## src/sv/tce_pkg.sv

```systemverilog
`timescale 1ns / 1ps
`default_nettype none

package tce_pkg;

    localparam int NUM_REGS    = 8;
    localparam int WORD_BITS   = 16;
    localparam int DATA_WORDS  = 16;

    localparam int REG_BITS    = $clog2(NUM_REGS);
    localparam int ADDR_BITS   = $clog2(DATA_WORDS);
    localparam int MID_BITS    = 4;
    localparam int OPC_BITS    = 4;
    localparam int INDEX_BITS  = 4;
    localparam int KIND_BITS   = 2;

    // instruction field positions
    localparam int TYPE_POS    = 15;
    localparam int OPC_LSB     = 11;
    localparam int IMM_POS     = 10;
    localparam int DST_LSB     = 7;
    localparam int MID_LSB     = 3;
    localparam int SRC2_LSB    = 0;

    typedef enum logic [OPC_BITS-1:0] {
        OP_ADD   = 4'd0,
        OP_SUB   = 4'd1,
        OP_AND   = 4'd2,
        OP_OR    = 4'd3,
        OP_XOR   = 4'd4,
        OP_LOAD  = 4'd5,
        OP_STORE = 4'd6
    } opcode_t;

    typedef enum logic [KIND_BITS-1:0] {
        WK_NONE = 2'd0,
        WK_REG  = 2'd1,
        WK_MEM  = 2'd2
    } write_kind_t;

    typedef struct packed {
        logic                 en;
        logic [REG_BITS-1:0]  addr;
        logic [WORD_BITS-1:0] data;
    } rf_wr_t;

    typedef struct packed {
        logic                 en;
        logic [ADDR_BITS-1:0] addr;
        logic [WORD_BITS-1:0] data;
    } dm_wr_t;

endpackage

`default_nettype wire

```

## src/sv/tce_regfile.sv

```systemverilog
`timescale 1ns / 1ps
`default_nettype none

module tce_regfile (
    input  wire logic                          aclk,
    input  wire logic                          aresetn,
    input  wire tce_pkg::rf_wr_t               wr,
    input  wire logic                          rd_en,
    input  wire logic [tce_pkg::REG_BITS-1:0]  rd_addr_a,
    input  wire logic [tce_pkg::REG_BITS-1:0]  rd_addr_b,
    output logic      [tce_pkg::WORD_BITS-1:0] rd_data_a,
    output logic      [tce_pkg::WORD_BITS-1:0] rd_data_b
);
    import tce_pkg::*;

    logic [WORD_BITS-1:0] mem [NUM_REGS];
    logic [NUM_REGS-1:0]  vld_reg;
    logic [WORD_BITS-1:0] rd_a_reg;
    logic [WORD_BITS-1:0] rd_b_reg;

    // entries never written read as zero
    always_ff @(posedge aclk) begin
        if (!aresetn) begin
            vld_reg <= '0;
        end else if (wr.en) begin
            vld_reg[wr.addr] <= 1'b1;
        end
    end

    always_ff @(posedge aclk) begin
        if (wr.en) begin
            mem[wr.addr] <= wr.data;
        end
    end

    // read-before-write on a same-cycle clash; caller forwards
    always_ff @(posedge aclk) begin
        if (rd_en) begin
            rd_a_reg <= vld_reg[rd_addr_a] ? mem[rd_addr_a] : '0;
            rd_b_reg <= vld_reg[rd_addr_b] ? mem[rd_addr_b] : '0;
        end
    end

    assign rd_data_a = rd_a_reg;
    assign rd_data_b = rd_b_reg;

endmodule

`default_nettype wire

```

## src/sv/tce_datamem.sv

```systemverilog
`timescale 1ns / 1ps
`default_nettype none

module tce_datamem (
    input  wire logic                          aclk,
    input  wire logic                          aresetn,
    input  wire tce_pkg::dm_wr_t               wr,
    input  wire logic                          rd_en,
    input  wire logic [tce_pkg::ADDR_BITS-1:0] rd_addr,
    output logic      [tce_pkg::WORD_BITS-1:0] rd_data
);
    import tce_pkg::*;

    logic [WORD_BITS-1:0]  mem [DATA_WORDS];
    logic [DATA_WORDS-1:0] vld_reg;
    logic [WORD_BITS-1:0]  rd_reg;

    always_ff @(posedge aclk) begin
        if (!aresetn) begin
            vld_reg <= '0;
        end else if (wr.en) begin
            vld_reg[wr.addr] <= 1'b1;
        end
    end

    always_ff @(posedge aclk) begin
        if (wr.en) begin
            mem[wr.addr] <= wr.data;
        end
    end

    always_ff @(posedge aclk) begin
        if (rd_en) begin
            rd_reg <= vld_reg[rd_addr] ? mem[rd_addr] : '0;
        end
    end

    assign rd_data = rd_reg;

endmodule

`default_nettype wire

```

## src/sv/toy_cpu_instruction_execute.sv

```systemverilog
`timescale 1ns / 1ps
`default_nettype none

// Executes one 16-bit instruction per transaction against an 8 x 16 register
// file and a 16 x 16 data memory, and reports the write it made.
// Input channel: s_valid / s_ready with s_instruction_word.
// Result channel: m_valid / m_ready with m_write_kind (0 none, 1 register,
// 2 data memory), m_write_index and m_write_value; one result per instruction.
// Operands are read from the memories at the accepting edge; the execute stage
// then writes its result into the output register once it may advance.
// Throughput: one instruction per cycle while the receiver does not stall, set
// by the single read/modify/write pass through each memory; a write is
// forwarded to the following instruction.
// Receiver stall: the output register holds its result, the execute stage
// holds behind it and s_ready drops only when both are full; no result is
// lost or repeated. Writes commit when a result enters the output register.
// Reset (aresetn low, synchronous): all registers and data words read as zero
// afterwards, both stages empty. No clearing pass: per-entry valid bits.
module toy_cpu_instruction_execute (
    input  wire logic                           aclk,
    input  wire logic                           aresetn,
    input  wire logic                           s_valid,
    output logic                                s_ready,
    input  wire logic [tce_pkg::WORD_BITS-1:0]  s_instruction_word,
    output logic                                m_valid,
    input  wire logic                           m_ready,
    output logic      [tce_pkg::KIND_BITS-1:0]  m_write_kind,
    output logic      [tce_pkg::INDEX_BITS-1:0] m_write_index,
    output logic      [tce_pkg::WORD_BITS-1:0]  m_write_value
);
    import tce_pkg::*;

    logic                   accept;
    logic                   s1_adv;
    logic                   s1_vld_reg;
    logic [WORD_BITS-1:0]   s1_instr_reg;

    logic                   m_valid_reg;
    write_kind_t            kind_reg;
    logic [INDEX_BITS-1:0]  index_reg;
    logic [WORD_BITS-1:0]   value_reg;

    write_kind_t            kind_next;
    logic [INDEX_BITS-1:0]  index_next;
    logic [WORD_BITS-1:0]   value_next;

    // read-side decode of the incoming word
    logic                   in_store;
    logic [REG_BITS-1:0]    in_addr_a;
    logic [REG_BITS-1:0]    in_addr_b;
    logic [ADDR_BITS-1:0]   in_daddr;

    // execute-side decode
    logic                   ex_type;
    logic [OPC_BITS-1:0]    ex_opc;
    logic                   ex_imm;
    logic [REG_BITS-1:0]    ex_dst;
    logic [MID_BITS-1:0]    ex_mid;
    logic [REG_BITS-1:0]    ex_src2;
    logic                   ex_store;
    logic [REG_BITS-1:0]    ex_addr_a;

    logic [WORD_BITS-1:0]   rf_a;
    logic [WORD_BITS-1:0]   rf_b;
    logic [WORD_BITS-1:0]   dm_q;
    logic [WORD_BITS-1:0]   reg_a;
    logic [WORD_BITS-1:0]   reg_b;
    logic [WORD_BITS-1:0]   mem_d;
    logic [WORD_BITS-1:0]   op_a;

    rf_wr_t                 rf_wr;
    dm_wr_t                 dm_wr;

    assign s1_adv  = s1_vld_reg && (!m_valid_reg || m_ready);
    assign s_ready = !s1_vld_reg || s1_adv;
    assign accept  = s_valid && s_ready;

    assign in_store  = s_instruction_word[TYPE_POS] &&
                       (s_instruction_word[OPC_LSB +: OPC_BITS] == OP_STORE);
    assign in_addr_a = in_store ? s_instruction_word[DST_LSB +: REG_BITS]
                                : s_instruction_word[MID_LSB +: REG_BITS];
    assign in_addr_b = s_instruction_word[SRC2_LSB +: REG_BITS];
    assign in_daddr  = s_instruction_word[MID_LSB +: ADDR_BITS];

    tce_regfile u_regfile (
        .aclk      (aclk),
        .aresetn   (aresetn),
        .wr        (rf_wr),
        .rd_en     (accept),
        .rd_addr_a (in_addr_a),
        .rd_addr_b (in_addr_b),
        .rd_data_a (rf_a),
        .rd_data_b (rf_b)
    );

    tce_datamem u_datamem (
        .aclk    (aclk),
        .aresetn (aresetn),
        .wr      (dm_wr),
        .rd_en   (accept),
        .rd_addr (in_daddr),
        .rd_data (dm_q)
    );

    always_ff @(posedge aclk) begin
        if (!aresetn) begin
            s1_vld_reg <= 1'b0;
        end else if (accept) begin
            s1_vld_reg <= 1'b1;
        end else if (s1_adv) begin
            s1_vld_reg <= 1'b0;
        end
    end

    always_ff @(posedge aclk) begin
        if (accept) begin
            s1_instr_reg <= s_instruction_word;
        end
    end

    assign ex_type   = s1_instr_reg[TYPE_POS];
    assign ex_opc    = s1_instr_reg[OPC_LSB +: OPC_BITS];
    assign ex_imm    = s1_instr_reg[IMM_POS];
    assign ex_dst    = s1_instr_reg[DST_LSB +: REG_BITS];
    assign ex_mid    = s1_instr_reg[MID_LSB +: MID_BITS];
    assign ex_src2   = s1_instr_reg[SRC2_LSB +: REG_BITS];
    assign ex_store  = ex_type && (ex_opc == OP_STORE);
    assign ex_addr_a = ex_store ? ex_dst : ex_mid[REG_BITS-1:0];

    // The output register holds the most recent write; any older write was
    // already in the memory when this instruction's operands were read.
    always_comb begin
        reg_a = rf_a;
        reg_b = rf_b;
        mem_d = dm_q;
        if (kind_reg == WK_REG) begin
            if (index_reg == {{(INDEX_BITS-REG_BITS){1'b0}}, ex_addr_a}) begin
                reg_a = value_reg;
            end
            if (index_reg == {{(INDEX_BITS-REG_BITS){1'b0}}, ex_src2}) begin
                reg_b = value_reg;
            end
        end
        if (kind_reg == WK_MEM &&
            index_reg == INDEX_BITS'(ex_mid[ADDR_BITS-1:0])) begin
            mem_d = value_reg;
        end
    end

    assign op_a = ex_imm ? {{(WORD_BITS-MID_BITS){1'b0}}, ex_mid} : reg_a;

    always_comb begin
        kind_next  = WK_REG;
        index_next = {{(INDEX_BITS-REG_BITS){1'b0}}, ex_dst};
        value_next = '0;
        if (!ex_type) begin
            unique case (ex_opc)
                OP_ADD:  value_next = op_a + reg_b;
                OP_SUB:  value_next = op_a - reg_b;
                OP_AND:  value_next = op_a & reg_b;
                OP_OR:   value_next = op_a | reg_b;
                OP_XOR:  value_next = op_a ^ reg_b;
                default: begin
                    kind_next  = WK_NONE;
                    index_next = '0;
                end
            endcase
        end else begin
            unique case (ex_opc)
                OP_LOAD:  value_next = mem_d;
                OP_STORE: begin
                    kind_next  = WK_MEM;
                    index_next = INDEX_BITS'(ex_mid[ADDR_BITS-1:0]);
                    value_next = reg_a;
                end
                default: begin
                    kind_next  = WK_NONE;
                    index_next = '0;
                end
            endcase
        end
    end

    assign rf_wr.en   = s1_adv && (kind_next == WK_REG);
    assign rf_wr.addr = ex_dst;
    assign rf_wr.data = value_next;
    assign dm_wr.en   = s1_adv && (kind_next == WK_MEM);
    assign dm_wr.addr = ex_mid[ADDR_BITS-1:0];
    assign dm_wr.data = value_next;

    always_ff @(posedge aclk) begin
        if (!aresetn) begin
            m_valid_reg <= 1'b0;
            kind_reg    <= WK_NONE;
        end else if (s1_adv) begin
            m_valid_reg <= 1'b1;
            kind_reg    <= kind_next;
        end else if (m_ready) begin
            m_valid_reg <= 1'b0;
        end
    end

    always_ff @(posedge aclk) begin
        if (s1_adv) begin
            index_reg <= index_next;
            value_reg <= value_next;
        end
    end

    assign m_valid       = m_valid_reg;
    assign m_write_kind  = kind_reg;
    assign m_write_index = index_reg;
    assign m_write_value = value_reg;

endmodule

`default_nettype wire

```

## config.mk

```make
export PLATFORM = sky130hd
export DESIGN_NAME = toy_cpu_instruction_execute
export DESIGN_NICKNAME = d
export VERILOG_FILES = /design/src/sv/tce_pkg.sv /design/src/sv/tce_regfile.sv /design/src/sv/tce_datamem.sv /design/src/sv/toy_cpu_instruction_execute.sv
export SDC_FILE = /design/constraint.sdc
export NUM_CORES = 1
export LEC_CHECK = 0
export BUFFER_PORTS_ARGS = -buffer_cell sky130_fd_sc_hd__buf_2
export CAP_MARGIN = 5
export CORE_ASPECT_RATIO = 1.1
export CORE_MARGIN = 1
export CORE_UTILIZATION = 45
export DETAILED_ROUTE_END_ITERATION = 10
export PLACE_DENSITY = 0.59
export SLEW_MARGIN = 20
export SYNTH_ARGS = -nofsm -noshare
export SYNTH_HDL_FRONTEND = slang
export SYNTH_SLANG_ARGS = --single-unit
```

## constraint.sdc

```tcl
create_clock -name aclk -period 7.15 [get_ports aclk]
set_input_delay 0.715 -clock aclk [delete_from_list [all_inputs] [get_ports aclk]]
set_output_delay 0.715 -clock aclk [all_outputs]
set_load 0.05 [all_outputs]
```

==> out/metrics.csv <==
stage;metric;value;unit
yosys;synth_nets;1582;
worst_setup_path;critPathKind;flip-flop to flip-flop;
worst_setup_path;cp-end-kind;flip-flop;
grt;grt_pass1_vias;13800;
job;max_cap_viol_count;0;
yosys;synthSimpleGateAreaFrac;8.68;%
place;preCtsSetupSlack;1620;ps
floorplanning;core-area;0.0501;sq mm
pwr;peakVddDrop;0.186;mV
sta;hold_slack;294;ps
floorplanning;dieArea;0.0518;sq mm
yosys;synth_top_family_by_area;multiplexers;
route;drc;0;
worst_setup_path;r2r_cells;18;
worst_setup_path;start_kind;flip-flop;
yosys;muxShareOfSynthArea;15.1;%
clock_network;cts_setup_buffers;0;
sta;maxSlewViolCount;0;
worst_setup_path;crit_buf_inv;2;
floorplanning;dieHeight;239;um
yosys;ys_top_cells_by_area;edfxtp_1, mux4_2, nand2_1;
worst_setup_path;cpPeakStageDelay;730;ps
floorplanning;die_w;217;um
sta;setup_slack;1590;ps
layout;syn_to_final_growth;12.9;%
clock_network;cts_hold_repair.buffers;0;
yosys;synth_edf_count;468;
clock_network;cts_resized;0;
clock_network;clk_latency;610;ps
worst_setup_path;critPathLaunch;s1_instr_reg[14];
floorplanning;ios;44;
yosys;synth_top_cell_by_area;edfxtp_1;
clock_network;cts_max_path_buffers;3;
worst_setup_path;reg2reg_to;u_regfile.mem[6][15];
route;wl;60900;um
layout;fin_nets;1634;
grt;grt_first_pass_wirelength;89200;um
yosys;synth_xor_area_share;1.61;%
worst_setup_path;cp.depth;18;
worst_setup_path;cp_data_arrival_time;5800;ps
yosys;synth_fa_ha_area_share;2.11;%
yosys;yosysSeqAreaShare;63.8;%
sta;rsz0062_at_grt;false;
layout;regMostFlops;u_datamem.mem;
grt;antenna_found_initial;0;
sta;worstMarginPinSlew;1100;ps
worst_setup_path;crit_path_max_fanout;25;
clock_network;cts_root_buf;clkbuf_16;
yosys;syn_inst;1524;
yosys;netlist_area;0.0229;sq mm
worst_setup_path;crit_slowest_cell;nand3_1;
outcome;status;completed;
route;via_per_inst;6.11;
grt;track_usage;23.7;%
yosys;synth_compound_area_share;6.50;%
worst_setup_path;r2r-start;s1_instr_reg[14];
route;ant_nets;0;
sta;hold_viol;0;
pwr;cellLeakagePower;0.00889;uW
clock_network;cts_num_sinks;496;
sta;tns;0;ps
layout;num_antenna_cells;0;
grt;grt_max_degree;65;
worst_setup_path;reg2reg_slack;1590;ps
layout;top_regs;u_datamem.mem: 256 flops, u_regfile.mem: 128 flops;
layout;layout-drive-gt1-share;21.5;%
clock_network;cts_tree;done;
worst_setup_path;critPathRequiredTime;7390;ps
sta;fin_crit;5560;ps
route;wire_per_inst;26.7;um
floorplanning;row_count;86;
route;dr.pass1.iters;6;
route;drt-initial-drc-count;1393;
worst_setup_path;crit_chain;and3b_1 > a2bb2oi_1 > or2_1 > nor3_2 > buf_4 > mux2i_1 > nand2_1 > o21ai_0 > inv_1 > ha_1 > nor2b_1 > o21ai_0 > nand2b_1 > a31oi_1 > o2bb2ai_1 > o31a_1 > or4_1 > nand3_1;
grt;grt.overflow.total;0;
sta;period_share;77.8;%
place;port-buffer-count;43;
pwr;powerDensity;247;mW/mm^2
yosys;syn_avg_cell_area;15.0;sq um
worst_hold_path;hp-class;input port to flip-flop;
clock_network;clk_pin_slew;60;ps
place;gp_congestion;0.914;
sta;clock_skew;24.9;ps
clock_network;cts-buffers-inserted;50;
yosys;async_flop_share;0;%
sta;setup_viol;0;
yosys;yosys_register_bits;496;
yosys;synth.top_cell.area_share;61.4;%
worst_setup_path;cpLargestDelayFamily;simple AND/OR/NAND/NOR gates;
worst_setup_path;path_common_cell;o21ai_0;
floorplanning;initial_core_util;45.7;%
yosys;ys_types;78;
sta;slew_headroom;26.7;%
worst_setup_path;cp-endpoint;u_regfile.mem[6][15];
sta;clock.fmax;180;MHz
place;dpl.hpwl;37500;um
clock_network;cts_max_level;2;
route;via_count;13900;
layout;largest_register_ffs;256;
yosys;ys_warn_count;0;
yosys;ys.flop_type;edfxtp_1;
==> placed cells by master (no fill, tap or decap), types with 6 or more instances in the layout <==
master     instances
o21ai_0           23
mux2i_1           57
inv_1             30
clkinv_1           7
nand3_1           45
a311oi_1          17
nand2_1          172
nor3_2            10
clkbuf_16         50
ha_1              37
a21oi_1           31
buf_4             47
and2_1             6
clkbuf_1          19
o21a_1            28
or4_1              6
a31oi_1           20
o22ai_1            8
nor2_4             6
o31ai_1           14
nand2b_1          11
and3_1            18
mux2i_4            6
nand4_1            9
bufinv_16          6
nor2_1            65
mux4_2           118
buf_2             41
edfxtp_1         468
xor2_1            17
mux2_2             9
nor2b_1           26
nor2_2             9
xnor2_1           25
nor3_1             7
or2_2              8
dfxtp_1           28
==> Yosys cell counts, drive strengths merged, types with 4 or more instances <==
cell and count:
a311oi 17, a21oi 32, o211ai 4, a31oi 22
nor2b 26, nor3 17, clkbuf 56, nand3b 5
or4 6, nand3 45, nand2 172, ha 37
o31ai 14, and2 8, and3 18, mux2 10
buf 34, o221ai 9, o21a 28, edfxtp 468
xnor2 25, nand2b 11, inv 30, nor2 80
o21ai 30, xor2 17, o22ai 9, mux2i 65
a21boi 4, a221oi 6, nand4 9, a22oi 5
or2 13, mux4 118, dfxtp 28
==> metal layers <==
metal	global-route usage, %	wire (um)	share of wire, %
met5	0	0	0
met2	38.1	28800	47
met1	33.7	25900	43
met4	6.64	1500	2.5
met3	3.50	4660	7.7
==> how the worst min path moves through the flow <==
stage                     slack, ps                     to                    from  depth (start not counted)
after floorplan                 440  u_datamem.vld_reg[10]   u_datamem.vld_reg[10]                          1
after global placement          440   u_datamem.vld_reg[1]    u_datamem.vld_reg[1]                          1
after detailed placement        450   u_datamem.vld_reg[2]    u_datamem.vld_reg[2]                          1
after CTS                       270       s1_instr_reg[10]  s_instruction_word[10]                          1
after global routing            290       s1_instr_reg[10]  s_instruction_word[10]                          1
final                           290       s1_instr_reg[10]  s_instruction_word[10]                          1
==> power breakdown <==
| group | internal, uW | switching (uW) |
|---|---|---|
| clock | 1540 | 1110 |
| sequential | 3200 | 38.7 |
| combinational | 186 | 310 |
==> area by class of cell <==
class | count | area (sq um)
clock buffer | 71 | 1350
tap | 660 | 826
fill | 4183 | 24300
inverter | 31 | 116
timing repair buffer | 90 | 588
multi-input combinational | 907 | 8050
clock inverter | 21 | 295
sequential | 496 | 14600
==> worst reg2reg max path, stage by stage (launching register included) <==
cell	delay, ps
edfxtp_1	510
and3b_1	450
a2bb2oi_1	130
or2_1	360
nor3_2	180
buf_4	250
mux2i_1	380
nand2_1	90
o21ai_0	130
inv_1	140
ha_1	290
nor2b_1	120
o21ai_0	80
nand2b_1	110
a31oi_1	120
o2bb2ai_1	200
o31a_1	390
or4_1	530
nand3_1	730
==> stage by stage <==
stage / total power, uW / utilization [%] / area (sq um) / instances
after floorplan: 3630 / - / 22900 / 1524
after global placement: 3790 / 48.2 / 24100 / 2182
after detailed placement: 3790 / 48.2 / 24200 / 2184
after CTS: 6420 / 51.5 / 25800 / 2276
after global routing: 6570 / 51.5 / 25800 / 2276
final: 6380 / 51.5 / 25800 / 2276
==> cells by family (layout without fill, tap and decap cells) <==
family	count (synthesis)	in the layout
AOI/OAI and AO/OA	210	210
and+or+nand+nor	424	424
buffers and inverters	121	213
muxes	193	193
xor gates and xnor gates	42	42
adders and majority gates	38	38
DFF	496	496
(Power assumes the default switching activity.)
